## src/rtl/core/fsd_pkg.sv

```systemverilog
// fsd_pkg: shared types and constants for the Floyd-Steinberg dither unit.
// No dependencies; used by every module under rtl/core except fsd_ram.
`timescale 1ns / 1ps

package fsd_pkg;

    // Field and datapath widths
    localparam int SAMPLE_W = 8;
    localparam int THR_W    = 8;
    localparam int LW_W     = 11;
    localparam int ERR_W    = 10;   // signed error word held in the line store
    localparam int CORR_W   = 11;   // signed corrected sum before clamping
    localparam int DIFF_W   = 9;    // signed corrected minus output

    // Queue between front and back, and the write log that covers its depth.
    // Up to two line store writes per item in flight, plus one pending.
    localparam int Q_DEPTH    = 2;
    localparam int HIST_DEPTH = 2 * (Q_DEPTH + 1) + 2;

    // Levels and diffusion weights (sixteenths)
    localparam logic [SAMPLE_W-1:0] LEVEL_WHITE = 8'hFF;
    localparam logic [SAMPLE_W-1:0] LEVEL_BLACK = 8'h00;
    localparam logic [2:0] WEIGHT_RIGHT       = 3'd7;
    localparam logic [2:0] WEIGHT_BELOW_LEFT  = 3'd3;
    localparam logic [2:0] WEIGHT_BELOW       = 3'd5;
    localparam logic [2:0] WEIGHT_BELOW_RIGHT = 3'd1;

    // Configuration register map and reset values
    typedef enum logic [0:0] {
        CFG_THRESHOLD  = 1'b0,
        CFG_LINE_WIDTH = 1'b1
    } t_cfg_idx;

    localparam logic [THR_W-1:0] THRESHOLD_RST  = 8'd127;
    localparam logic [LW_W-1:0]  LINE_WIDTH_RST = 11'd640;

    // Classified pixel passed from front to back (column travels beside it)
    typedef struct packed {
        logic [SAMPLE_W-1:0] sample;
        logic                frame_start;
        logic                first_row;
        logic                last;
    } t_pix;

endpackage

```

## src/rtl/core/fsd_back.sv

```systemverilog
// fsd_back: error correction, threshold, diffusion and line store writes.
// Depends on fsd_pkg; pops fsd_queue and drives the write port of fsd_ram.
`timescale 1ns / 1ps

module fsd_back #(
    parameter int MAX_WIDTH = 1024
) (
    input  logic                                i_clk,
    input  logic                                i_rst_n,
    input  logic [fsd_pkg::THR_W-1:0]           i_threshold,
    // from the queue
    input  logic                                i_q_valid,
    output logic                                o_q_ready,
    input  fsd_pkg::t_pix                       i_q_item,
    input  logic [$clog2(MAX_WIDTH)-1:0]        i_q_col,
    input  logic [fsd_pkg::ERR_W-1:0]           i_q_err,
    // line store write port
    output logic                                o_we,
    output logic [$clog2(MAX_WIDTH)-1:0]        o_waddr,
    output logic [fsd_pkg::ERR_W-1:0]           o_wdata,
    // result channel
    output logic                                o_out_valid,
    input  logic                                i_out_ready,
    output logic [fsd_pkg::SAMPLE_W-1:0]        o_out_level,
    output logic                                o_row_end
);

    localparam int AW = $clog2(MAX_WIDTH);
    localparam int EW = fsd_pkg::ERR_W;
    localparam int DW = fsd_pkg::DIFF_W;
    localparam int CW = fsd_pkg::CORR_W;
    localparam int HD = fsd_pkg::HIST_DEPTH;

    // Diffusion state
    logic [EW-1:0]  r_right, r_pa, r_pb;
    // Below sum of a row's last column, written on the following cycle
    logic           r_pend_vld;
    logic [AW-1:0]  r_pend_addr;
    logic [EW-1:0]  r_pend_data;
    // Log of recent line store writes, entry 0 newest
    logic [HD-1:0]  r_h_vld;
    logic [AW-1:0]  r_h_addr [HD];
    logic [EW-1:0]  r_h_data [HD];
    // Output register
    logic                          r_out_vld;
    logic [fsd_pkg::SAMPLE_W-1:0]  r_out_level;
    logic                          r_row_end;

    logic                          pop;
    logic [EW-1:0]                 fwd, nre, re, pa, pb;
    logic [CW-1:0]                 corr;
    logic [fsd_pkg::SAMPLE_W-1:0]  clamped, level;
    logic [DW-1:0]                 err;
    logic [EW-1:0]                 s_right, s_bl, s_b, s_br;
    logic [EW-1:0]                 a_data, n_pa;
    logic                          a_we;
    logic [AW-1:0]                 a_addr;

    // k/16 share of the error, truncated toward zero
    function automatic logic [EW-1:0] share(input logic [DW-1:0] e, input logic [2:0] k);
        logic [12:0] p;
        logic [12:0] adj;
        p   = {{(13 - DW){e[DW-1]}}, e} * {10'd0, k};
        adj = p[12] ? p + 13'd15 : p;
        return {{(EW - 9){adj[12]}}, adj[12:4]};
    endfunction

    assign o_q_ready = !r_out_vld || i_out_ready;
    assign pop       = i_q_valid && o_q_ready;

    // Line store value: newest logged write to this column wins over the read data
    always_comb begin
        fwd = i_q_err;
        for (int k = HD - 1; k >= 0; k--) begin
            if (r_h_vld[k] && (r_h_addr[k] == i_q_col)) begin
                fwd = r_h_data[k];
            end
        end
        if (r_pend_vld && (r_pend_addr == i_q_col)) begin
            fwd = r_pend_data;
        end
    end

    // Correct, clamp, threshold
    always_comb begin
        re   = i_q_item.frame_start ? '0 : r_right;
        pa   = i_q_item.frame_start ? '0 : r_pa;
        pb   = i_q_item.frame_start ? '0 : r_pb;
        nre  = i_q_item.first_row ? '0 : fwd;
        corr = CW'(i_q_item.sample)
             + {{(CW - EW){re[EW-1]}}, re}
             + {{(CW - EW){nre[EW-1]}}, nre};
        priority if (corr[CW-1]) begin
            clamped = fsd_pkg::LEVEL_BLACK;
        end else if (corr[CW-2:fsd_pkg::SAMPLE_W] != '0) begin
            clamped = fsd_pkg::LEVEL_WHITE;
        end else begin
            clamped = corr[fsd_pkg::SAMPLE_W-1:0];
        end
        level = (clamped > i_threshold) ? fsd_pkg::LEVEL_WHITE : fsd_pkg::LEVEL_BLACK;
        err   = {1'b0, clamped} - {1'b0, level};
    end

    // Diffusion shares and the completed below-left column
    always_comb begin
        s_right = share(err, fsd_pkg::WEIGHT_RIGHT);
        s_bl    = share(err, fsd_pkg::WEIGHT_BELOW_LEFT);
        s_b     = share(err, fsd_pkg::WEIGHT_BELOW);
        s_br    = share(err, fsd_pkg::WEIGHT_BELOW_RIGHT);
        a_data  = pa + s_bl;
        n_pa    = pb + s_b;
        a_we    = pop && (i_q_col != '0);
        a_addr  = i_q_col - AW'(1);
    end

    // The pixel after a row end sits in column zero, so the two never collide
    assign o_we    = r_pend_vld || a_we;
    assign o_waddr = r_pend_vld ? r_pend_addr : a_addr;
    assign o_wdata = r_pend_vld ? r_pend_data : a_data;

    always_ff @(posedge i_clk) begin
        if (!i_rst_n) begin
            r_right    <= '0;
            r_pa       <= '0;
            r_pb       <= '0;
            r_pend_vld <= 1'b0;
            r_h_vld    <= '0;
            r_out_vld  <= 1'b0;
        end else begin
            r_pend_vld <= pop && i_q_item.last;
            if (pop) begin
                if (i_q_item.last) begin
                    r_right <= '0;
                    r_pa    <= '0;
                    r_pb    <= '0;
                end else begin
                    r_right <= s_right;
                    r_pa    <= n_pa;
                    r_pb    <= s_br;
                end
            end
            if (o_we) begin
                r_h_vld <= {r_h_vld[HD-2:0], 1'b1};
            end
            if (pop) begin
                r_out_vld <= 1'b1;
            end else if (i_out_ready) begin
                r_out_vld <= 1'b0;
            end
        end
    end

    // Payload registers, no reset
    always_ff @(posedge i_clk) begin
        if (pop && i_q_item.last) begin
            r_pend_addr <= i_q_col;
            r_pend_data <= n_pa;
        end
        if (o_we) begin
            r_h_addr[0] <= o_waddr;
            r_h_data[0] <= o_wdata;
            for (int k = 1; k < HD; k++) begin
                r_h_addr[k] <= r_h_addr[k-1];
                r_h_data[k] <= r_h_data[k-1];
            end
        end
        if (pop) begin
            r_out_level <= level;
            r_row_end   <= i_q_item.last;
        end
    end

    assign o_out_valid = r_out_vld;
    assign o_out_level = r_out_level;
    assign o_row_end   = r_row_end;

endmodule

```

## config.mk

```make
export PLATFORM = sky130hd
export DESIGN_NAME = fsd_back
export DESIGN_NICKNAME = d
export VERILOG_FILES = /design/src/rtl/core/fsd_pkg.sv /design/src/rtl/core/fsd_back.sv
export SDC_FILE = /design/constraint.sdc
export NUM_CORES = 1
export LEC_CHECK = 0
export BUFFER_PORTS_ARGS = -buffer_cell sky130_fd_sc_hd__buf_2
export CAP_MARGIN = 10
export CORE_UTILIZATION = 52
export DETAILED_ROUTE_END_ITERATION = 16
export PLACE_DENSITY = 0.71
export SYNTH_ARGS = -nofsm -noshare
export SYNTH_HDL_FRONTEND = slang
export SYNTH_SLANG_ARGS = --single-unit
```

## constraint.sdc

```tcl
create_clock -name i_clk -period 27.6 [get_ports i_clk]
set_input_delay 1.38 -clock i_clk [delete_from_list [all_inputs] [get_ports i_clk]]
set_output_delay 1.38 -clock i_clk [all_outputs]
set_load 0.01 [all_outputs]
```

==> run_results.csv <==
group,metric,value,unit
timing,worst-slew-pin-transition,1130,ps
cts,tritoncts_clock_tree,"done",
cts,cts_resized,0,
timing,timing.final.ws_setup,12630,ps
finish,final_layout_size_suffix_gt1_frac,0.113,
worst_setup_path,cp_num_buf_inv,7,
logic_synthesis,yosysUniqueCellTypes,71,
cts,clock_tree.buffer_depth,3,
floorplanning,die_outline_width,161,microns
logic_synthesis,yosysTopAreaCellShare,0.414,
global_route,antenna_found_initial,0,
timing,final.min_clock_period,14970,ps
timing,setup_violations,0,
cts,htree_levels,1,
routing,via_count,8793,
floorplanning,core_area,0.0246,sq mm
routing,drt_first_pass_iters,5,
logic_synthesis,synthesized_instance_count,1169,
worst_setup_path,setup.worst_path.class,"in2out",
finish,multi_input_gate_area_in_the_final_layout,0.00660,sq mm
logic_synthesis,synth-seq-cells,217,
place,port-buffer-count,74,
finish,layout-area-overhead-vs-synth,10.2,%
worst_setup_path,critPathRequiredTime,26220,ps
logic_synthesis,syn_area,0.0132,sq mm
cts,clock-sinks,217,
worst_setup_path,worstReg2RegStart,"r_h_addr[1][30]$_DFFE_PP_",
finish,final_nets,1392,
cts,number_of_cts_inserted_buffers,23,
timing,report.final.slew_viol_count,0,
logic_synthesis,syn-mean-instance-area,11.3,sq um
global_route,grt_pass1_wl,45100,microns
finish,most-common-layout-cells,"182 x edfxtp_1, 140 x xnor2_1, 86 x ha_1",
finish,fillerInstances,2089,
worst_setup_path,worst_path_max_delay_cell,"nor3_2",
cts,cts.hold.buffers_added,0,
routing,violation_count_after_the_first_detailed_route_iteration,669,
finish,most_common_cell_after_layout_fill_and_taps_aside,"edfxtp_1",
logic_synthesis,yosysWarnings,0,
logic_synthesis,synth_enable_flop_cells,182,
worst_setup_path,timing.critical_path.max_delay_family,"compound AO/OA/AOI/OAI gates",
timing,timing.setup.tns,0,ps
global_route,global_route.usage.met1,0.317,
global_route,gr-usage-all-layers,0.221,
floorplanning,io_count,75,
timing,hold_slack,432,ps
cts,worst_skew_pair.late_latency,530,ps
min_path,worst_hold_path_type,"reg2reg",
worst_setup_path,critical_path.startpoint,"i_q_col[0]",
timing,final_min_period_over_clock_period,0.542,
finish,final_cell_area,0.0145,sq mm
status,outcome,"complete, no violations",
place,place_worst_setup_slack,12640,ps
cts,clk_pin_slew_worst_paths,60,ps
logic_synthesis,synth.area.top_cells,"edfxtp_1 41%, xnor2_1 9.3%, ha_1 8.2%",
place,gp_congestion,0.862,
finish,regArea,0.00617,sq mm
worst_setup_path,setup.worst_path.start_class,"input pin",
floorplanning,die_area,0.0260,sq mm
floorplanning,initial_utilization,0.536,
cts,post-cts-setup-buffers,0,
timing,maxSlewHeadroom,0.242,
place,postPlaceCellArea,0.0139,sq mm
cts,clockRootBuffer,"clkbuf_16",
worst_setup_path,cp_slowest_stage_delay,870,ps
logic_synthesis,yosys_most_used_dff,"edfxtp_1",
global_route,grt_remaining_overflow,0,
worst_setup_path,data_arrival_time_of_the_critical_path,13590,ps
global_route,grt_pass1_vias,8430,
routing,post-route-drc-count,0,
timing,final-hold-violation-count,0,
logic_synthesis,synth_sequential_area_ratio,0.468,
timing,fmax,66.8,MHz
place,hpwlAfterDp,22000,microns
floorplanning,floorplan.rows,57,
floorplanning,die_y,161,microns
logic_synthesis,synth_largest_area_cell,"edfxtp_1",
routing,detail_route.wl_per_cell,18.1,microns
logic_synthesis,ys_async_sr_fraction,0,
routing,drt-vias-per-instance,5.58,
finish,num_antenna_cells,0,
timing,rsz0062_at_grt,"false",
global_route,gr-usage-met3,0.0293,
logic_synthesis,mappedNetlistNets,1323,
routing,drt-total-wl,28500,microns
timing,fin_worst_skew,23.5,ps
min_path,min-delay-start,"r_h_data[0][22]$_DFFE_PP_",
global_route,grt_start_max_net_pins,88,
worst_setup_path,critical_path.max_fanout,13,
global_route,grt-busiest-layer,"met2",
worst_setup_path,critPathCaptureType,"output port",
global_route,grt_util_met2,0.360,
routing,postRouteAntennaNets,0,
job,cap_viol_max_count,0,
-- per-stage QoR --
stage | utilization | instances
2_1_floorplan | - | 1169
3_3_place_gp | 0.564 | 1537
3_5_place_dp | 0.564 | 1537
4_1_cts | 0.591 | 1577
5_1_grt | 0.591 | 1577
6_report | 0.591 | 1577
-- final timing paths --
kind,end,slack [ps],cells past startpoint
worst max-delay path,o_wdata[9],12630,52
worst max register to register,r_pa[8]$_SDFFE_PN0P_,14220,57
worst min register to register,r_h_data[0][32]$_DFFE_PP_,430,0
worst min-delay path,r_h_data[0][32]$_DFFE_PP_,430,0
-- sequential cells by signal (all words and copies together) (netlist names) --
name,flops
o_out_valid,1
r_pb,6
r_right,9
o_out_level,1
o_row_end,1
r_pa,10
r_h_vld,8
r_h_addr,80
r_pend_data,10
r_pend_vld,1
r_h_data,80
r_pend_addr,10
-- cell type report --
| cell class | count | share of cell area |
|---|---|---|
| well taps | 324 | 0.0279 |
| inverters | 71 | 0.0183 |
| clock buffers | 31 | 0.0417 |
| multi-input cells | 843 | 0.454 |
| repair buffers | 82 | 0.0296 |
| flip-flops and latches | 217 | 0.424 |
| clock inverters | 9 | 0.00405 |
-- routing by layer --
metal  wire [microns]  vias to the layer above
li1                 -                     4350
met3             1620                       27
met5                0                        -
met2            13300                      205
met4              425                        0
met1            13200                     4211
-- Yosys cell counts (11+ instances only) --
| cell | instances |
|---|---|
| mux2_2 | 13 |
| o21a_1 | 15 |
| a21o_1 | 11 |
| o21ai_0 | 66 |
| xor2_1 | 30 |
| ha_1 | 86 |
| xnor2_1 | 140 |
| a211oi_1 | 14 |
| nor3_1 | 24 |
| inv_1 | 70 |
| nor2_1 | 52 |
| edfxtp_1 | 182 |
| nand4_1 | 26 |
| nor2b_1 | 53 |
| nand3_1 | 22 |
| buf_1 | 11 |
| fa_1 | 25 |
| nand3b_1 | 13 |
| nand2_1 | 63 |
| clkbuf_1 | 17 |
| a21oi_1 | 43 |
| dfxtp_1 | 35 |
| mux2i_1 | 28 |
-- logic make-up after synthesis --
family / share of synthesized area
buf+inv: 0.0338
mux: 0.0324
xor+xnor: 0.118
compound gates: 0.109
fa+ha+maj: 0.120
flops: 0.468
simple gates: 0.119
-- worst reg2reg max path: cells and delay by family, from the launching register on --
| family | cells | cell delay [ps] |
|---|---|---|
| xor+xnor | 6 | 1880 |
| simple gates | 7 | 1740 |
| fa+ha+maj | 10 | 3260 |
| mux | 3 | 430 |
| buf+inv | 4 | 410 |
| compound gates | 27 | 5060 |
| flops | 1 | 470 |
Power is not shown: default switching activity piles up to over one toggle a cycle in this logic, so the estimate is an artifact.
