[src/rtl/core/fsd_pkg.sv]
// fsd_pkg: shared types and constants for the Floyd-Steinberg dither unit.
// No dependencies; used by every module under rtl/core except fsd_ram.
`timescale 1ns / 1ps

package fsd_pkg;

    // Field and datapath widths
    localparam int SAMPLE_W = 8;
    localparam int THR_W    = 8;
    localparam int LW_W     = 11;
    localparam int ERR_W    = 10;   // signed error word held in the line store
    localparam int CORR_W   = 11;   // signed corrected sum before clamping
    localparam int DIFF_W   = 9;    // signed corrected minus output

    // Queue between front and back, and the write log that covers its depth.
    // Up to two line store writes per item in flight, plus one pending.
    localparam int Q_DEPTH    = 2;
    localparam int HIST_DEPTH = 2 * (Q_DEPTH + 1) + 2;

    // Levels and diffusion weights (sixteenths)
    localparam logic [SAMPLE_W-1:0] LEVEL_WHITE = 8'hFF;
    localparam logic [SAMPLE_W-1:0] LEVEL_BLACK = 8'h00;
    localparam logic [2:0] WEIGHT_RIGHT       = 3'd7;
    localparam logic [2:0] WEIGHT_BELOW_LEFT  = 3'd3;
    localparam logic [2:0] WEIGHT_BELOW       = 3'd5;
    localparam logic [2:0] WEIGHT_BELOW_RIGHT = 3'd1;

    // Configuration register map and reset values
    typedef enum logic [0:0] {
        CFG_THRESHOLD  = 1'b0,
        CFG_LINE_WIDTH = 1'b1
    } t_cfg_idx;

    localparam logic [THR_W-1:0] THRESHOLD_RST  = 8'd127;
    localparam logic [LW_W-1:0]  LINE_WIDTH_RST = 11'd640;

    // Classified pixel passed from front to back (column travels beside it)
    typedef struct packed {
        logic [SAMPLE_W-1:0] sample;
        logic                frame_start;
        logic                first_row;
        logic                last;
    } t_pix;

endpackage

[src/rtl/core/fsd_queue.sv]
// fsd_queue: short register FIFO between the front and the back.
// Depends on fsd_pkg (depth).
`timescale 1ns / 1ps

module fsd_queue #(
    parameter int WIDTH = 32
) (
    input  logic             i_clk,
    input  logic             i_rst_n,
    input  logic             i_push_valid,
    output logic             o_push_ready,
    input  logic [WIDTH-1:0] i_push_data,
    output logic             o_pop_valid,
    input  logic             i_pop_ready,
    output logic [WIDTH-1:0] o_pop_data
);

    localparam int PW = (fsd_pkg::Q_DEPTH > 1) ? $clog2(fsd_pkg::Q_DEPTH) : 1;
    localparam int CW = $clog2(fsd_pkg::Q_DEPTH + 1);

    logic [WIDTH-1:0] r_data [fsd_pkg::Q_DEPTH];
    logic [PW-1:0]    r_wr_ptr, r_rd_ptr;
    logic [CW-1:0]    r_count;
    logic             push, pop;

    assign o_push_ready = (r_count != CW'(fsd_pkg::Q_DEPTH));
    assign o_pop_valid  = (r_count != '0);
    assign o_pop_data   = r_data[r_rd_ptr];
    assign push         = i_push_valid && o_push_ready;
    assign pop          = o_pop_valid && i_pop_ready;

    // Pointers wrap at the queue depth
    function automatic logic [PW-1:0] ptr_inc(input logic [PW-1:0] p);
        logic [PW-1:0] res;
        res = (p == PW'(fsd_pkg::Q_DEPTH - 1)) ? '0 : p + PW'(1);
        return res;
    endfunction

    always_ff @(posedge i_clk) begin
        if (!i_rst_n) begin
            r_wr_ptr <= '0;
            r_rd_ptr <= '0;
            r_count  <= '0;
        end else begin
            if (push) begin
                r_wr_ptr <= ptr_inc(r_wr_ptr);
            end
            if (pop) begin
                r_rd_ptr <= ptr_inc(r_rd_ptr);
            end
            if (push && !pop) begin
                r_count <= r_count + CW'(1);
            end else if (pop && !push) begin
                r_count <= r_count - CW'(1);
            end
        end
    end

    // Storage, no reset
    always_ff @(posedge i_clk) begin
        if (push) begin
            r_data[r_wr_ptr] <= i_push_data;
        end
    end

endmodule

[config.mk]
export PLATFORM = sky130hd
export DESIGN_NAME = fsd_queue
export DESIGN_NICKNAME = d
export VERILOG_FILES = /design/src/rtl/core/fsd_pkg.sv /design/src/rtl/core/fsd_queue.sv
export SDC_FILE = /design/constraint.sdc
export NUM_CORES = 1
export LEC_CHECK = 0
export BUFFER_PORTS_ARGS = -buffer_cell sky130_fd_sc_hd__buf_4
export CAP_MARGIN = 20
export CORE_ASPECT_RATIO = 1.75
export CORE_MARGIN = 2
export CORE_UTILIZATION = 33
export CTS_BUF_LIST = sky130_fd_sc_hd__clkbuf_2 sky130_fd_sc_hd__clkbuf_4 sky130_fd_sc_hd__clkbuf_8
export DETAILED_ROUTE_END_ITERATION = 7
export HOLD_SLACK_MARGIN = 0.03
export SYNTH_ARGS = -nofsm -noshare
export SYNTH_HDL_FRONTEND = slang
export SYNTH_SLANG_ARGS = --single-unit
[constraint.sdc]
create_clock -name i_clk -period 2.6 [get_ports i_clk]
set_clock_uncertainty 0.15 [all_clocks]
set_input_delay 0.26 -clock i_clk [delete_from_list [all_inputs] [get_ports i_clk]]
set_output_delay 0.26 -clock i_clk [all_outputs]
set_load 0.03 [all_outputs]
==> impl_metrics.json, run 1 <==
{
  "post_synth_most_frequent_cells": "64 x sky130_fd_sc_hd__edfxtp_1, 30 x sky130_fd_sc_hd__mux2_2, 5 x sky130_fd_sc_hd__dfxtp_1",
  "relSlewSlack_pct": 82.5,
  "core-area_sq_mm": 0.00751,
  "initial_utilization_pct": 33.9,
  "summed_negative_setup_slack_over_all_endpoints_ps": 0,
  "path_max_fanout": 17,
  "grt_overflow_total": 0,
  "crit_top_cell": "sky130_fd_sc_hd__buf_4",
  "startpoint_of_the_tightest_hold_check_path": "i_push_valid",
  "aggregate_global_route_resource_usage_pct": 12.3,
  "cts_sinks": 69,
  "netlist_instances": 124,
  "grt_first_pass_wirelength_um": 7490,
  "route.detailed.vias_per_inst": 4.36,
  "cts_resized": 0,
  "mappedNetlistNets": 161,
  "irDropWorstVdd_mv": 0.484,
  "die-height_um": 120,
  "fmax_ghz": 0.527,
  "cts-buffers-inserted": 9,
  "length_of_the_first_detailed_routing_pass_in_iterations": 3,
  "layout-area-overhead-vs-synth_pct": 47.6,
  "route.final.wire_length_um": 4800,
  "clk_path_buf_depth": 2,
  "multiInputGateArea_sq_um": 499,
  "async_reset_ff_share_pct": 0,
  "synth_sequential_area_ratio_pct": 79.3,
  "hold_viol": 0,
  "insertedDiodeCount": 0,
  "detailedRoute.firstIterationViolations": 101,
  "max_stage_delay_ps": 380,
  "drt.antenna.violating_nets": 0,
  "ys_dominant_reg_cell": "sky130_fd_sc_hd__edfxtp_1",
  "clock_period_minus_worst_slack_ps": 1900,
  "synthesized_flop_and_latch_total": 69,
  "first_global_vias": 1555,
  "ctsHtreeMaxLevel": 3,
  "synth.lib_cells_used.distinct": 21,
  "postSynthAreaPerCell_sq_um": 20.6,
  "final_layout_size_suffix_gt1_share_pct": 50.4,
  "start_kind": "flip-flop",
  "post_synth_instance_area_sq_mm": 0.00255,
  "via_count": 1449,
  "clk_transition_reported_paths_ps": 70,
  "p_per_area_mw_per_mm2": 976,
  "crit_arrival_ps": 1490,
  "cts_tree": "done",
  "final_nets": 276,
  "seqCellArea_sq_mm": 0.00202,
  "die_width_um": 70.5,
  "setup_violations": 0,
  "finalMaxSlewViolations": 0,
  "crit_path_cell_trace": "buf_4, mux2_2, buf_4",
  "top_level_i_o_count": 70,
  "yosysWarningCount": 0,
  "layout_worst_path_cycle_share_pct": 73.0,
  "finalPower_mw": 3.67,
  "die_outline_area_sq_mm": 0.00848,
  "critical_path.reg2reg.startpoint": "r_count[0]",
  "grt_max_degree": 20,
  "max_capacitance_violation_count": 0,
  "final_gp_congestion": 0.672,
  "most_common_cell_in_the_netlist": "sky130_fd_sc_hd__edfxtp_1",
  "num_rows": 42,
  "min_path_type": "primary input to flip-flop",
  "clock_latency_ps": 340,
  "rsz_0062_raised_after_global_routing": "false",
  "end_kind": "primary output",
  "timing.critical_path.required_ps": 2190,
  "fillerInstances": 671,
  "clock_tree.root_cell": "sky130_fd_sc_hd__clkbuf_8",
  "detail_route.wl_per_cell_um": 14.4,
  "placement.io_buffers": 69,
  "status": "complete, no violations",
  "tightest_slew_ps": 262,
  "grt_antenna_before_repair": 0,
  "synthTopCellsByArea": "sky130_fd_sc_hd__edfxtp_1 75%, sky130_fd_sc_hd__mux2_2 13%, sky130_fd_sc_hd__dfxtp_1 3.9%",
  "synth_top_area_cell": "sky130_fd_sc_hd__edfxtp_1",
  "synth_enable_flop_cells": 64,
  "timing.critical_path.slowest_stage_cell": "sky130_fd_sc_hd__mux2_2",
  "post-route-drc-count": 0,
  "hpwl_um": 3120,
  "yosysTopAreaCellShare_pct": 75.3,
  "leakagePower_nw": 1.43,
  "criticalPathCategory": "flip-flop to primary output"
}
[cell type report]
| type | instances | area share, % |
|---|---|---|
| repair buffers | 108 | 23.7 |
| inverters | 1 | 0.0997 |
| clock buffers | 9 | 3.29 |
| clock inverters | 7 | 3.02 |
| flip-flops and latches | 69 | 53.7 |
| multi-input cells | 50 | 13.3 |
| well taps | 88 | 2.92 |
[worst max-delay path, delay by kind of cell, from the launching register on]
kind     cells  cell delay [ps]
flops        1              330
buf+inv      2              420
mux          1              380
[metal layers]
layer / track usage (%) / vias up / wire, um
li1: - / 708 / -
met1: 12.9 / 683 / 1790
met2: 20.3 / 48 / 2600
met3: 4.67 / 10 / 261
met4: 7.93 / 0 / 141
met5: 0 / - / 0
[metrics by stage]
step / setup slack, ps / hold slack (ps) / util (%) / cells / area (sq um)
3_3_place_gp: 935 / 295 / 42.6 / 283 / 3200
4_1_cts: 652 / 57.6 / 50.1 / 332 / 3770
5_1_grt: 637 / 75.9 / 50.1 / 332 / 3770
3_5_place_dp: 853 / 298 / 42.6 / 283 / 3200
2_1_floorplan: 595 / 209 / - / 124 / 2550
6_report: 702 / 79.6 / 50.1 / 332 / 3770
[path summary, 6_finish.rpt]
| kind | slack (ps) | cells past startpoint | end |
|---|---|---|---|
| worst max-delay path | 700 | 3 | o_pop_data[26] |
| worst min-delay path | 80 | 3 | r_wr_ptr |
| worst max register to register | 850 | 5 | r_count[1] |
| worst min register to register | 410 | 2 | r_count[1] |
[state kept, by name, indices dropped and copies added, names as in the netlist, named ones only]
signal    flops
r_count       2
r_data       64
r_rd_ptr      1
r_wr_ptr      1
[kinds of logic after synthesis]
group / Yosys count / synth area share (%)
flops: 69 / 79.3
mux: 32 / 14.1
simple gates: 9 / 2.55
compound gates: 5 / 1.37
buf+inv: 5 / 1.18
xor+xnor: 3 / 1.03
fa+ha+maj: 1 / 0.490
[power by group]
group	switching (mW)	leakage, nW	internal (mW)	total (mW)
registers	0.0487	0.639	1.39	1.44
clock network	0.395	0.113	0.631	1.03
logic	0.678	0.681	0.532	1.21
[layout by cell type (no fill, tap or decap), types with 2 or more instances in the layout]
master	n
sky130_fd_sc_hd__edfxtp_1	64
sky130_fd_sc_hd__clkbuf_8	9
sky130_fd_sc_hd__clkinvlp_4	2
sky130_fd_sc_hd__bufinv_16	3
sky130_fd_sc_hd__xnor2_1	2
sky130_fd_sc_hd__mux2_2	30
sky130_fd_sc_hd__dfxtp_1	5
sky130_fd_sc_hd__and2_1	4
sky130_fd_sc_hd__buf_4	75
sky130_fd_sc_hd__mux2_1	2
sky130_fd_sc_hd__dlygate4sd3_1	33
[timing repair]
| action | CTS | global route |
|---|---|---|
| hold endpoints to repair | 69 | 0 |
| buffers inserted | 0 | 0 |
| hold buffers | 33 | 0 |
No activity file was read; power rests on OpenSTA's default activity.
==> run 2: changes to the inputs <==
==> constraint.sdc (replaced) <==
create_clock -name i_clk -period 2 [get_ports i_clk]
set_clock_uncertainty 0.15 [all_clocks]
set_input_delay 0.2 -clock i_clk [delete_from_list [all_inputs] [get_ports i_clk]]
set_output_delay 0.2 -clock i_clk [all_outputs]
set_load 0.03 [all_outputs]
==> impl_metrics.json, run 2 (synthesis results as in run 1) <==
{
  "insertedDiodeCount": 0,
  "hpwl_um": 3080,
  "post_dp_cell_area_sq_mm": 0.00321,
  "top_level_i_o_count": 70,
  "end_kind": "primary output",
  "first_global_vias": 1528,
  "clk_path_buf_depth": 2,
  "clock_tree.root_cell": "sky130_fd_sc_hd__clkbuf_8",
  "aggregate_global_route_resource_usage_pct": 11.6,
  "fmax_ghz": 0.543,
  "p_per_area_mw_per_mm2": 1200,
  "cts_tree": "done",
  "layout.cells.most_common_list": "74 x sky130_fd_sc_hd__buf_4, 64 x sky130_fd_sc_hd__edfxtp_1, 34 x sky130_fd_sc_hd__dlygate4sd3_1",
  "irDropWorstVdd_mv": 0.741,
  "cts-buffers-inserted": 9,
  "via_count": 1467,
  "final_nets": 277,
  "summed_negative_setup_slack_over_all_endpoints_ps": 0,
  "ctsHtreeMaxLevel": 3,
  "max_capacitance_violation_count": 0,
  "hold_viol": 0,
  "final_layout_size_suffix_gt1_share_pct": 50.0,
  "largest_register_ff_count": 64,
  "path_max_fanout": 20,
  "num_rows": 42,
  "layout_worst_path_cycle_share_pct": 92.1,
  "crit_arrival_ps": 1490,
  "r2r_slack_ps": 290,
  "die_outline_area_sq_mm": 0.00848,
  "clock_latency_ps": 330,
  "cts_resized": 0,
  "core-area_sq_mm": 0.00751,
  "most_common_cell_after_layout_fill_and_taps_aside": "sky130_fd_sc_hd__buf_4",
  "layout-area-overhead-vs-synth_pct": 46.2,
  "grt_antenna_before_repair": 0,
  "finalMaxSlewViolations": 0,
  "min_path_type": "primary input to flip-flop",
  "rsz_0062_raised_after_global_routing": "false",
  "reg.largest.list": "r_data: 64 flops, r_count: 2 flops",
  "tightest_slew_ps": 304,
  "route.final.wire_length_um": 4580,
  "criticalPathCategory": "flip-flop to primary output",
  "grt_max_degree": 27,
  "cts_sinks": 69,
  "grt_first_pass_wirelength_um": 7160,
  "die_width_um": 70.5,
  "detail_route.wl_per_cell_um": 13.8,
  "clk_transition_reported_paths_ps": 70,
  "timing.critical_path.required_ps": 1650,
  "drt.antenna.violating_nets": 0,
  "post-route-drc-count": 0,
  "length_of_the_first_detailed_routing_pass_in_iterations": 5,
  "setup_violations": 0,
  "largest-register": "r_data",
  "grt_overflow_total": 0,
  "route.detailed.vias_per_inst": 4.42,
  "status": "complete, no violations",
  "leakagePower_nw": 1.42,
  "final_gp_congestion": 0.667,
  "detailedRoute.firstIterationViolations": 160,
  "initial_utilization_pct": 33.9,
  "die-height_um": 120,
  "clock_period_minus_worst_slack_ps": 1840,
  "final_cell_area_sq_mm": 0.00373,
  "placement.io_buffers": 69,
  "relSlewSlack_pct": 79.8,
  "start_kind": "flip-flop"
}
-- run 2: changes by cell type in the layout (fill, tap and decap cells not counted) --
cell / before / now
sky130_fd_sc_hd__clkinv_2: 1 / 2
sky130_fd_sc_hd__clkinv_1: 1 / 2
sky130_fd_sc_hd__and3_1: 1 / 0
sky130_fd_sc_hd__buf_12: 0 / 1
sky130_fd_sc_hd__bufinv_16: 3 / 1
sky130_fd_sc_hd__buf_4: 75 / 74
sky130_fd_sc_hd__clkinvlp_4: 2 / 1
sky130_fd_sc_hd__dlygate4sd3_1: 33 / 34
sky130_fd_sc_hd__and3_2: 0 / 1
-- run 2: path summary, 6_finish.rpt --
kind | to | start | cells past startpoint
worst min register to register | r_count[1] | r_count[1] | 2
worst max-delay path | o_pop_data[2] | flip-flop | 3
worst min-delay path | r_rd_ptr | i_pop_ready | 4
worst max register to register | r_count[1] | r_count[0] | 5
-- run 2: area by class of cell --
cell class                      instances  area, sq um
Clock inverter                          6         55.1
Timing Repair Buffer                  109          916
Sequential cell                        69         2020
Inverter                                1         3.75
Multi-Input combinational cell         50          500
Fill cell                             661         3780
Clock buffer                            9          124
Tap cell                               88          110
-- run 2: routing by layer --
metal | up-vias | track usage, % | wire length, um | part of all wire [%]
met1 | 708 | 11.3 | 1650 | 36
met2 | 43 | 20.0 | 2570 | 56
met3 | 6 | 4.42 | 233 | 5.1
met5 | - | 0 | 0 | 0
met4 | 0 | 7.21 | 127 | 2.8
li1 | 710 | - | - | -
-- run 2: metrics by stage --
| stage | total power [mW] | util (%) | setup slack (ps) | hold slack (ps) | cells |
|---|---|---|---|---|---|
| 2_1_floorplan | 2.91 | - | 118 | 149 | 124 |
| 3_3_place_gp | 3.44 | 42.7 | 342 | 235 | 283 |
| 3_5_place_dp | 3.46 | 42.7 | 297 | 238 | 283 |
| 4_1_cts | 4.57 | 49.7 | 106 | 167 | 332 |
| 5_1_grt | 4.69 | 49.7 | 53.3 | 236 | 332 |
| 6_report | 4.48 | 49.7 | 158 | 181 | 332 |
-- run 2: critical path, cell delays in order (launching register included) --
cell and delay (ps):
sky130_fd_sc_hd__dfxtp_1 330, sky130_fd_sc_hd__buf_4 280, sky130_fd_sc_hd__mux2_2 370, sky130_fd_sc_hd__buf_4 170
-- run 2: report_power, final --
part	total, mW	switching, mW	internal, mW
registers	1.87	0.0621	1.81
clock network	1.03	0.478	0.555
logic	1.58	0.877	0.705
total	4.48	1.42	3.07
-- run 2: timing repair --
item                      in CTS  in global routing
hold endpoints to repair      69                  0
hold buffers                  34                  0
buffers inserted               0                  0
