### src/rtl/core/fsd_pkg.sv
// fsd_pkg: shared types and constants for the Floyd-Steinberg dither unit.
// No dependencies; used by every module under rtl/core except fsd_ram.
`timescale 1ns / 1ps

package fsd_pkg;

    // Field and datapath widths
    localparam int SAMPLE_W = 8;
    localparam int THR_W    = 8;
    localparam int LW_W     = 11;
    localparam int ERR_W    = 10;   // signed error word held in the line store
    localparam int CORR_W   = 11;   // signed corrected sum before clamping
    localparam int DIFF_W   = 9;    // signed corrected minus output

    // Queue between front and back, and the write log that covers its depth.
    // Up to two line store writes per item in flight, plus one pending.
    localparam int Q_DEPTH    = 2;
    localparam int HIST_DEPTH = 2 * (Q_DEPTH + 1) + 2;

    // Levels and diffusion weights (sixteenths)
    localparam logic [SAMPLE_W-1:0] LEVEL_WHITE = 8'hFF;
    localparam logic [SAMPLE_W-1:0] LEVEL_BLACK = 8'h00;
    localparam logic [2:0] WEIGHT_RIGHT       = 3'd7;
    localparam logic [2:0] WEIGHT_BELOW_LEFT  = 3'd3;
    localparam logic [2:0] WEIGHT_BELOW       = 3'd5;
    localparam logic [2:0] WEIGHT_BELOW_RIGHT = 3'd1;

    // Configuration register map and reset values
    typedef enum logic [0:0] {
        CFG_THRESHOLD  = 1'b0,
        CFG_LINE_WIDTH = 1'b1
    } t_cfg_idx;

    localparam logic [THR_W-1:0] THRESHOLD_RST  = 8'd127;
    localparam logic [LW_W-1:0]  LINE_WIDTH_RST = 11'd640;

    // Classified pixel passed from front to back (column travels beside it)
    typedef struct packed {
        logic [SAMPLE_W-1:0] sample;
        logic                frame_start;
        logic                first_row;
        logic                last;
    } t_pix;

endpackage

### src/rtl/core/fsd_front.sv
// fsd_front: accepts pixels, tracks column and first row, issues the line store read.
// Depends on fsd_pkg; drives the read port of fsd_ram and feeds fsd_queue.
`timescale 1ns / 1ps

module fsd_front #(
    parameter int MAX_WIDTH = 1024
) (
    input  logic                                i_clk,
    input  logic                                i_rst_n,
    input  logic [fsd_pkg::LW_W-1:0]            i_line_width,
    // pixel input channel
    input  logic                                i_in_valid,
    output logic                                o_in_ready,
    input  logic [fsd_pkg::SAMPLE_W-1:0]        i_grey_sample,
    input  logic                                i_frame_start,
    // line store read port
    output logic                                o_rd_en,
    output logic [$clog2(MAX_WIDTH)-1:0]        o_rd_addr,
    input  logic [fsd_pkg::ERR_W-1:0]           i_rd_data,
    // towards the queue
    output logic                                o_q_valid,
    input  logic                                i_q_ready,
    output fsd_pkg::t_pix                       o_q_item,
    output logic [$clog2(MAX_WIDTH)-1:0]        o_q_col,
    output logic [fsd_pkg::ERR_W-1:0]           o_q_err
);

    localparam int AW = $clog2(MAX_WIDTH);
    localparam int EW = (AW + 1 > fsd_pkg::LW_W) ? AW + 1 : fsd_pkg::LW_W;

    logic [AW-1:0]  r_col;
    logic           r_first;
    logic           r_s_vld;
    fsd_pkg::t_pix  r_s_item;
    logic [AW-1:0]  r_s_col;

    logic           accept;
    logic [AW-1:0]  col, n_col;
    logic           first, last;
    logic [EW-1:0]  lw_ext, width_eff;

    assign o_in_ready = !r_s_vld || i_q_ready;
    assign accept     = i_in_valid && o_in_ready;

    // Column classification: frame start restarts, width clamped to 1..MAX_WIDTH
    always_comb begin
        col    = i_frame_start ? '0 : r_col;
        first  = i_frame_start || r_first;
        lw_ext = EW'(i_line_width);
        priority if (lw_ext == '0) begin
            width_eff = EW'(1);
        end else if (lw_ext > EW'(MAX_WIDTH)) begin
            width_eff = EW'(MAX_WIDTH);
        end else begin
            width_eff = lw_ext;
        end
        last  = (EW'(col) >= width_eff - EW'(1));
        n_col = last ? '0 : col + AW'(1);
    end

    // Read the pending error of this column; data lands with the stage register
    assign o_rd_en   = accept;
    assign o_rd_addr = col;

    always_ff @(posedge i_clk) begin
        if (!i_rst_n) begin
            r_col   <= '0;
            r_first <= 1'b1;
            r_s_vld <= 1'b0;
        end else begin
            if (accept) begin
                r_col   <= n_col;
                r_first <= first && !last;
                r_s_vld <= 1'b1;
            end else if (i_q_ready) begin
                r_s_vld <= 1'b0;
            end
        end
    end

    // Stage payload, no reset
    always_ff @(posedge i_clk) begin
        if (accept) begin
            r_s_item.sample      <= i_grey_sample;
            r_s_item.frame_start <= i_frame_start;
            r_s_item.first_row   <= first;
            r_s_item.last        <= last;
            r_s_col              <= col;
        end
    end

    assign o_q_valid = r_s_vld;
    assign o_q_item  = r_s_item;
    assign o_q_col   = r_s_col;
    assign o_q_err   = i_rd_data;

endmodule

### config.mk
export PLATFORM = sky130hd
export DESIGN_NAME = fsd_front
export DESIGN_NICKNAME = d
export VERILOG_FILES = /design/src/rtl/core/fsd_pkg.sv /design/src/rtl/core/fsd_front.sv
export SDC_FILE = /design/constraint.sdc
export NUM_CORES = 1
export LEC_CHECK = 0
export BUFFER_PORTS_ARGS = -buffer_cell sky130_fd_sc_hd__buf_4
export CAP_MARGIN = 20
export CORE_UTILIZATION = 35
export DETAILED_ROUTE_END_ITERATION = 16
export PLACE_DENSITY_LB_ADDON = 0.12
export SYNTH_ARGS = -nofsm -noshare
export SYNTH_HDL_FRONTEND = slang
export SYNTH_SLANG_ARGS = --single-unit
### constraint.sdc
create_clock -name i_clk -period 4.34 [get_ports i_clk]
set_input_delay 1.302 -clock i_clk [delete_from_list [all_inputs] [get_ports i_clk]]
set_output_delay 1.302 -clock i_clk [all_outputs]
set_load 0.02 [all_outputs]
==> flow_summary.yaml, run 1 <==
run_status:
  status: "completed"
floorplan:
  die_x_um: 75.6
  row_count: 26
  io_pins: 78
  initial_core_util: 0.366
  core_mm2: 0.00517
  die_h_um: 75.6
  dieArea_mm2: 0.00571
timing:
  slew_headroom: 0.678
  setup_viol_count_final: 0
  finalHoldViolations: 0
  setup_tns_ns: 0
  finalCritPeriodShare: 0.925
  worst_clock_skew_ns: 0.00305
  post-route-min-period_ns: 4.02
  tightest_slew_ns: 0.479
  rsz0062_at_grt: "no"
  worst_hold_slack_ns: 0.460
  worst_slack_ns: 0.323
  fmax_mhz: 249
  drv_slew: 0
clocking:
  cts_hold_buf: 0
  cts_buffer_depth: 2
  cts_tree: "yes"
  cts-resized-gates: 0
  numClockSinks: 33
  htree_num_levels: 2
  root_buffer: "clkbuf_8"
  clk_pin_slew_ns: 0.07
  clk_latency_ns: 0.29
  post_cts_buffers: 0
  cts_made_buffers: 5
cells_and_area:
  final_nets: 290
  diodes: 0
  final_common_cell: "buf_4"
  fill_cells: 511
  drive_above_1_share: 0.306
  mostFrequentLayoutCells: "63 x buf_4, 21 x edfxtp_1, 14 x nand2_1"
  area_growth_pct: 29.2
critical_path:
  path_max_fanout: 12
  crit_required_ns: 4.54
  crit_path_top_delay_cell: "or4_4"
  critPathKind: "input pin to flop"
  worstSetupEndpointType: "flop"
  critPathMaxStageDelay_ns: 0.54
  cp_cell_sequence: "buf_4 -> nor4_1 -> nand3_1 -> nand2b_1 -> nand2_1 -> ha_1 -> o21ai_0 -> or4_1 -> a32oi_1 -> ha_1 -> or4_4 -> a211oi_2 -> o31a_1 -> nor4_1 -> buf_12 -> o31ai_1"
  startpoint_type: "input pin"
  cp_data_arrival_time_ns: 4.21
drt:
  postRouteAntennaNets: 0
  vias_per_cell: 5.20
  top_layer_used: "met4"
  drt_iter0_drc: 87
  drc: 0
  postRouteWirelength_um: 4400
  via_count: 1637
  wl_met3_um: 290
  m1WireLength_um: 2070
  drt-pass1-iter-count: 4
  wl_met2_um: 1960
  avgRoutedWirePerCell_um: 14.0
logic_synthesis:
  ys_seq_area_frac: 0.459
  synth_nets: 236
  synth_cell_types: 39
  synth_top_flop_cell: "edfxtp_1"
  synth_cells: 190
  synth_edf_count: 21
  syn_avg_cell_area_um2: 9.98
  synth-warning-count: 0
  synthArstFlopShare: 0
  ys_seq_elements: 33
  synth_area_mm2: 0.00190
power:
  peakVddDrop_mv: 0.175
  power.share.clock: 0.322
  p_int_mw: 0.506
  cellPowerDensity_mw_per_mm2: 279
  leakage_nw: 1.00
  seq_power_share: 0.514
  p_sw_frac: 0.259
  p_sw_mw: 0.177
  comb_power_share: 0.164
placed_design:
  dp_hpwl_um: 3220
  dp_slack_ns: 0.0431
  place_congestion: 0.808
  numPortBuffers: 57
grt:
  grt_max_degree: 26
  gr-total-overflow: 0
  grt_pass1_wl_um: 6910
  grt_usage: 0.166
  grt_pass1_vias: 1489
  antenna_found_initial: 0
flow_run:
  max_cap_viol_count: 0
worst_hold_path:
  hp-class: "flop to flop"
-- final cells by class --
class,instances,area [um2],area share
Clock buffer,6,72.6,0.0296
Clock inverter,2,10.0,0.00409
Inverter,6,22.5,0.00919
Multi-Input combinational cell,134,893,0.365
Sequential cell,33,871,0.355
Tap cell,70,87.6,0.0358
Timing Repair Buffer,64,493,0.201
-- layer usage --
| metal | track usage | vias up |
|---|---|---|
| li1 | - | 813 |
| met1 | 0.215 | 757 |
| met2 | 0.257 | 53 |
| met3 | 0.0423 | 14 |
| met4 | 0.0802 | 0 |
| met5 | 0 | - |
-- state kept, by name, indices dropped and copies added, names as in the netlist --
| name | count |
|---|---|
| r_first | 1 |
| o_q_col | 10 |
| r_col | 10 |
| o_q_valid | 1 |
| o_q_item | 11 |
-- cell usage after synthesis (6+ instances only) --
| cell type | count | share of area |
|---|---|---|
| a21oi_1 | 9 | 0.024 |
| buf_4 | 10 | 0.040 |
| clkbuf_1 | 6 | 0.012 |
| dfxtp_1 | 12 | 0.13 |
| edfxtp_1 | 21 | 0.33 |
| ha_1 | 12 | 0.079 |
| nand2_1 | 14 | 0.028 |
| nand2b_1 | 8 | 0.026 |
| nand3_1 | 12 | 0.032 |
| nor2_1 | 7 | 0.014 |
| nor2b_1 | 10 | 0.033 |
| o21ai_0 | 11 | 0.029 |
| xnor2_1 | 6 | 0.028 |
-- per-stage QoR --
stage	power, mW	utilization	area [um2]	instances
after detailed placement	0.470	0.458	2370	307
final	0.683	0.474	2450	315
after CTS	0.695	0.474	2450	315
after global routing	0.721	0.474	2450	315
after global placement	0.471	0.458	2370	307
after floorplan	0.430	-	1900	190
-- logic make-up (layout without fill, tap and decap cells) --
group	Yosys count	count (layout)	share of synthesized area
and+or+nand+nor	75	75	0.222
AOI/OAI and AO/OA	41	41	0.143
adders and majority gates	12	12	0.0792
buffers and inverters	23	78	0.0693
DFF	33	33	0.459
xor gates and xnor gates	6	6	0.0277
-- power by group through the flow --
stage	registers, mW	logic (mW)	clock network, mW
floorplan	0.372	0.0576	0
global placement	0.358	0.113	0
detailed placement	0.358	0.112	0
CTS	0.351	0.113	0.231
global route	0.353	0.123	0.245
finish	0.351	0.112	0.220
-- path summary, 6_finish.rpt --
check,startpoint,endpoint,slack (ns),cells after the start
worst max-delay path,i_line_width[6],r_col[4]$_SDFFE_PN0P_,0.32,16
worst max register to register,r_col[5]$_SDFFE_PN0P_,r_col[6]$_SDFFE_PN0P_,2.13,7
worst min register to register,r_first$_SDFFE_PN1P_,r_first$_SDFFE_PN1P_,0.46,2
worst min-delay path,r_first$_SDFFE_PN1P_,r_first$_SDFFE_PN1P_,0.46,2
-- worst max-delay path, delay by kind of cell --
kind                     cells  cell delay (ns)
AO/OA/AOI/OAI                5             0.75
adder cells (fa/ha/maj)      2             0.42
buffers and inverters        2             0.28
AND/OR/NAND/NOR              7             1.45
No activity file was read; power rests on OpenSTA's default activity.
==> inputs of run 2 (changes only) <==
==> constraint.sdc (replaced) <==
create_clock -name i_clk -period 5 [get_ports i_clk]
set_input_delay 1.5 -clock i_clk [delete_from_list [all_inputs] [get_ports i_clk]]
set_output_delay 1.5 -clock i_clk [all_outputs]
set_load 0.02 [all_outputs]
==> run 2 against run 1 <==
Effect of this change: utilization shrank 0.22 points; clock skew up 0.0042 ns; cell count fell by 0.32%; worst setup slack better by 0.25 ns; global-route usage shrank 1.3 points; wire length down 3.7%; die area did not move; hold slack better by 0.017 ns; critical path type unchanged; largest cell class unchanged; largest power group unchanged.
==> flow_summary.yaml, run 2 (synthesis results as in run 1) <==
clocking:
  root_buffer: "clkbuf_8"
  cts-resized-gates: 0
  cts_hold_buf: 0
  cts_buffer_depth: 2
  htree_num_levels: 2
  cts_tree: "yes"
  cts_made_buffers: 5
  clk_latency_ns: 0.28
  numClockSinks: 33
  clk_pin_slew_ns: 0.07
  post_cts_buffers: 0
critical_path:
  crit_required_ns: 5.19
  path_max_fanout: 12
  worstSetupEndpointType: "flop"
  timing.rr.end: "r_col[5]$_SDFFE_PN0P_"
  startpoint_type: "input pin"
  reg2reg_from: "r_col[6]$_SDFFE_PN0P_"
  cp_data_arrival_time_ns: 4.62
  rrSetupSlack_ns: 2.82
  critPathKind: "input pin to flop"
  reg2reg_depth: 9
drt:
  avgRoutedWirePerCell_um: 13.5
  postRouteAntennaNets: 0
  vias_per_cell: 5.10
  postRouteWirelength_um: 4240
  via_count: 1600
  drt-pass1-iter-count: 4
  drc: 0
  drt_iter0_drc: 78
floorplan:
  core_mm2: 0.00517
  dieArea_mm2: 0.00571
  row_count: 26
  io_pins: 78
  initial_core_util: 0.366
  die_h_um: 75.6
  die_x_um: 75.6
power:
  cellPowerDensity_mw_per_mm2: 245
  leakage_nw: 0.989
  peakVddDrop_mv: 0.153
timing:
  rsz0062_at_grt: "no"
  setup_tns_ns: 0
  drv_slew: 0
  worst_hold_slack_ns: 0.477
  fmax_mhz: 226
  worst_clock_skew_ns: 0.00727
  finalHoldViolations: 0
  tightest_slew_ns: 0.422
  slew_headroom: 0.711
  post-route-min-period_ns: 4.43
  finalCritPeriodShare: 0.886
  setup_viol_count_final: 0
cells_and_area:
  diodes: 0
  design_area_mm2: 0.00244
  area_growth_pct: 28.6
  fill_cells: 501
  mostFrequentLayoutCells: "63 x buf_4, 21 x edfxtp_1, 14 x nand2_1"
  final_common_cell: "buf_4"
  instances_no_fill: 314
  final_nets: 289
  largest_reg_flops: 11
  drive_above_1_share: 0.307
worst_hold_path:
  min_to: "r_col[8]$_SDFFE_PN0P_"
  worstHoldStart: "r_col[8]$_SDFFE_PN0P_"
  min_path_cells: 2
  hp-class: "flop to flop"
grt:
  gr-total-overflow: 0
  grt_usage: 0.153
  grt_max_degree: 26
  antenna_found_initial: 0
  grt_pass1_wl_um: 6470
  grt_pass1_vias: 1356
flow_run:
  max_cap_viol_count: 0
run_status:
  status: "completed"
placed_design:
  numPortBuffers: 57
  placed_cell_area_mm2: 0.00235
  dp_cells: 306
  place_congestion: 0.769
  dp_hpwl_um: 3190
run 2: cell count changes in the layout (fill, tap and decap cells not counted), sizes merged:
cell / change
clkbuf: -1
clkinv: -2
buf: -1
clkinvlp: +3
run 2: cell type report:
cell class                 count  area (um2)  area share
sequential                    33         871       0.357
tap                           70        87.6      0.0359
inverter                       6        22.5     0.00924
multi-input combinational    134         893       0.366
clock buffer                   5        68.8      0.0282
timing repair buffer          63         473       0.194
clock inverter                 3        22.5     0.00924
run 2: per-layer routing:
metal	track usage	part of all wire	vias up
met5	0	0	-
met4	0.0576	0.012	0
met3	0.0476	0.079	11
met2	0.224	0.44	61
met1	0.211	0.47	720
li1	-	-	808
run 2: worst max-delay path: stages:
cell and delay [ns]:
buf_4 0.13, nor4_1 0.39, nand3_1 0.22, nand2b_1 0.12
nand2_1 0.08, ha_1 0.26, o21ai_0 0.14, or4_1 0.14
a32oi_1 0.09, ha_1 0.20, or4_4 0.54, a211oi_2 0.16
o31a_1 0.16, nor4_1 0.05, buf_4 0.18, o31ai_1 0.25
run 2: stage by stage:
| stage | util | power [mW] | setup slack [ns] |
|---|---|---|---|
| 3_3_place_gp | 0.454 | 0.406 | 0.360 |
| 4_1_cts | 0.471 | 0.606 | 0.572 |
| 3_5_place_dp | 0.454 | 0.406 | 0.316 |
| 6_report | 0.471 | 0.597 | 0.569 |
| 2_1_floorplan | - | 0.373 | 0.659 |
| 5_1_grt | 0.471 | 0.630 | 0.311 |
run 2: power by group:
part           switching, mW  internal, mW  total [mW]
Sequential           0.00322         0.301       0.305
Clock                 0.0998        0.0975       0.197
Combinational         0.0538        0.0410      0.0947
run 2: worst max path at each step:
stage,from,end,slack (ns),cells past startpoint
finish,i_line_width[6],r_col[5]$_SDFFE_PN0P_,0.57,16
global route,i_line_width[6],r_col[5]$_SDFFE_PN0P_,0.31,16
detailed placement,i_line_width[6],r_col[4]$_SDFFE_PN0P_,0.32,16
floorplan,i_line_width[2],r_col[5]$_SDFFE_PN0P_,0.66,16
global placement,i_line_width[0],r_col[0]$_SDFFE_PN0P_,0.36,16
CTS,i_line_width[6],r_col[5]$_SDFFE_PN0P_,0.57,16
==> inputs of run 3 (changes only) <==
--- a/config.mk
+++ b/config.mk
@@ -9,7 +9,7 @@
 export CAP_MARGIN = 20
 export CORE_UTILIZATION = 35
 export DETAILED_ROUTE_END_ITERATION = 16
-export PLACE_DENSITY_LB_ADDON = 0.12
+export PLACE_DENSITY = 0.72
 export SYNTH_ARGS = -nofsm -noshare
 export SYNTH_HDL_FRONTEND = slang
 export SYNTH_SLANG_ARGS = --single-unit
==> constraint.sdc (replaced) <==
create_clock -name i_clk -period 3.57 [get_ports i_clk]
set_input_delay 1.071 -clock i_clk [delete_from_list [all_inputs] [get_ports i_clk]]
set_output_delay 1.071 -clock i_clk [all_outputs]
set_load 0.02 [all_outputs]
==> run 3 against run 2 <==
Effect of this change: clock power increased by 37%; largest cell class unchanged; power increased by 44%; via count increased by 6.0%; critical path type unchanged; count of clock-buffer cells in the layout unchanged; flip-flop and latch count unchanged; combinational power increased by 69%; clock skew decreased by 0.0014 ns; register-to-register slack got worse by 1.5 ns; die area unchanged; sequential power increased by 40%; utilization increased by 4.8 points.
==> flow_summary.yaml, run 3 (synthesis results as in run 1) <==
critical_path:
  startpoint_type: "input pin"
  critPathKind: "input pin to flop"
  path_max_fanout: 12
  cp_data_arrival_time_ns: 3.67
  crit_required_ns: 3.71
  worstSetupEndpointType: "flop"
clocking:
  cts_hold_buf: 0
  numClockSinks: 33
  clk_latency_ns: 0.28
  cts_made_buffers: 5
  clk_pin_slew_ns: 0.07
  cts_tree: "yes"
  root_buffer: "clkbuf_8"
  cts_buffer_depth: 2
  htree_num_levels: 2
grt:
  use_met2: 0.286
  grt_pass1_wl_um: 7250
  met3_usage: 0.0489
  gr-usage-met1: 0.219
  grt_usage: 0.173
  grt-busiest-layer: "met2"
  antenna_found_initial: 0
  grt_pass1_vias: 1551
  gr-total-overflow: 0
  grt_max_degree: 26
power:
  cellPowerDensity_mw_per_mm2: 319
  power_mw: 0.857
  leakage_nw: 1.11
  peakVddDrop_mv: 0.188
placed_design:
  dp_hpwl_um: 3450
  place_congestion: 0.829
  numPortBuffers: 57
  placed_cell_area_mm2: 0.00256
drt:
  postRouteWirelength_um: 4550
  drc: 0
  drt-pass1-iter-count: 4
  avgRoutedWirePerCell_um: 13.6
  postRouteAntennaNets: 0
  drt_iter0_drc: 166
  via_count: 1696
  vias_per_cell: 5.06
floorplan:
  die_x_um: 75.6
  initial_core_util: 0.366
  dieArea_mm2: 0.00571
  core_mm2: 0.00517
  row_count: 26
  io_pins: 78
  die_h_um: 75.6
cells_and_area:
  multiInputGateArea_um2: 980
  fill_cells: 487
  drive_above_1_share: 0.404
  largest_reg_flops: 11
  area_growth_pct: 41.8
  design_area_mm2: 0.00269
  mostFrequentLayoutCells: "81 x buf_4, 21 x edfxtp_1, 13 x nand2_1"
  final_nets: 310
  final_common_cell: "buf_4"
  diodes: 0
  seq_area_um2: 871
timing:
  setup_viol_count_final: 0
  rsz0062_at_grt: "yes"
  worst_clock_skew_ns: 0.00584
  post-route-min-period_ns: 3.53
  fmax_mhz: 283
  finalHoldViolations: 0
  finalCritPeriodShare: 0.989
  worst_hold_slack_ns: 0.474
  tightest_slew_ns: 0.663
  slew_headroom: 0.555
  drv_slew: 0
run_status:
  status: "completed"
flow_run:
  max_cap_viol_count: 0
worst_hold_path:
  hp-class: "flop to flop"
==> run 3: changes by cell type in the layout (fill, tap and decap cells not counted), moves of 2 or more <==
cell | before | now
buf_4 | 63 | 81
buf_6 | 0 | 3
ha_1 | 12 | 9
nor4_1 | 4 | 1
nor4_4 | 0 | 3
clkinv_2 | 0 | 2
clkinvlp_4 | 3 | 1
ha_2 | 0 | 2
o21ai_0 | 11 | 9
==> run 3: repair_timing <==
action,4_1_cts,5_1_grt
setup endpoints to repair,12,12
pin swaps,1,1
buffers inserted,0,1
resized for setup,2,6
==> run 3: per-stage QoR <==
stage,util,TNS (ns),setup slack (ns),cells
final,0.520,0,0.0387,335
after global routing,0.520,-1.49,-0.164,335
after CTS,0.514,0,0.00986,334
after detailed placement,0.494,-6.27,-0.564,326
after global placement,0.494,-5.36,-0.473,326
after floorplan,-,-0.298,-0.0586,190
==> run 3: layer usage <==
metal | wire, um | vias to the layer above | part of all wire
met2 | 2240 | 58 | 0.49
met3 | 246 | 7 | 0.054
met1 | 2000 | 785 | 0.44
met5 | 0 | - | 0
li1 | - | 846 | -
met4 | 57 | 0 | 0.013
==> run 3: power breakdown <==
| group | switching (mW) | internal, mW |
|---|---|---|
| registers | 0.00467 | 0.422 |
| logic | 0.0848 | 0.0754 |
| clock network | 0.136 | 0.134 |
==> run 3: layout make-up <==
| cell class | count | area share |
|---|---|---|
| repair buffers | 84 | 0.239 |
| inverters | 6 | 0.00838 |
| multi-input cells | 134 | 0.364 |
| clock buffers | 5 | 0.0256 |
| well taps | 70 | 0.0326 |
| clock inverters | 3 | 0.00651 |
| flip-flops and latches | 33 | 0.324 |
==> run 3: final timing paths <==
path,slack [ns],end,from,depth (start not counted)
worst max register to register,1.29,r_first$_SDFFE_PN1P_,r_col[2]$_SDFFE_PN0P_,7
worst min register to register,0.47,r_first$_SDFFE_PN1P_,r_first$_SDFFE_PN1P_,2
worst min-delay path,0.47,r_first$_SDFFE_PN1P_,r_first$_SDFFE_PN1P_,2
worst max-delay path,0.04,r_first$_SDFFE_PN1P_,i_line_width[3],14
==> run 3: worst max-delay path, cell delays in order <==
cell	delay [ns]
buf_4	0.11
nor4_4	0.05
nand3_1	0.09
nand2b_1	0.07
nand2_2	0.10
ha_4	0.18
o21ai_2	0.06
or4_1	0.47
a32oi_1	0.23
ha_2	0.21
or4_4	0.13
o22ai_1	0.09
nor4_4	0.63
o21ai_0	0.19
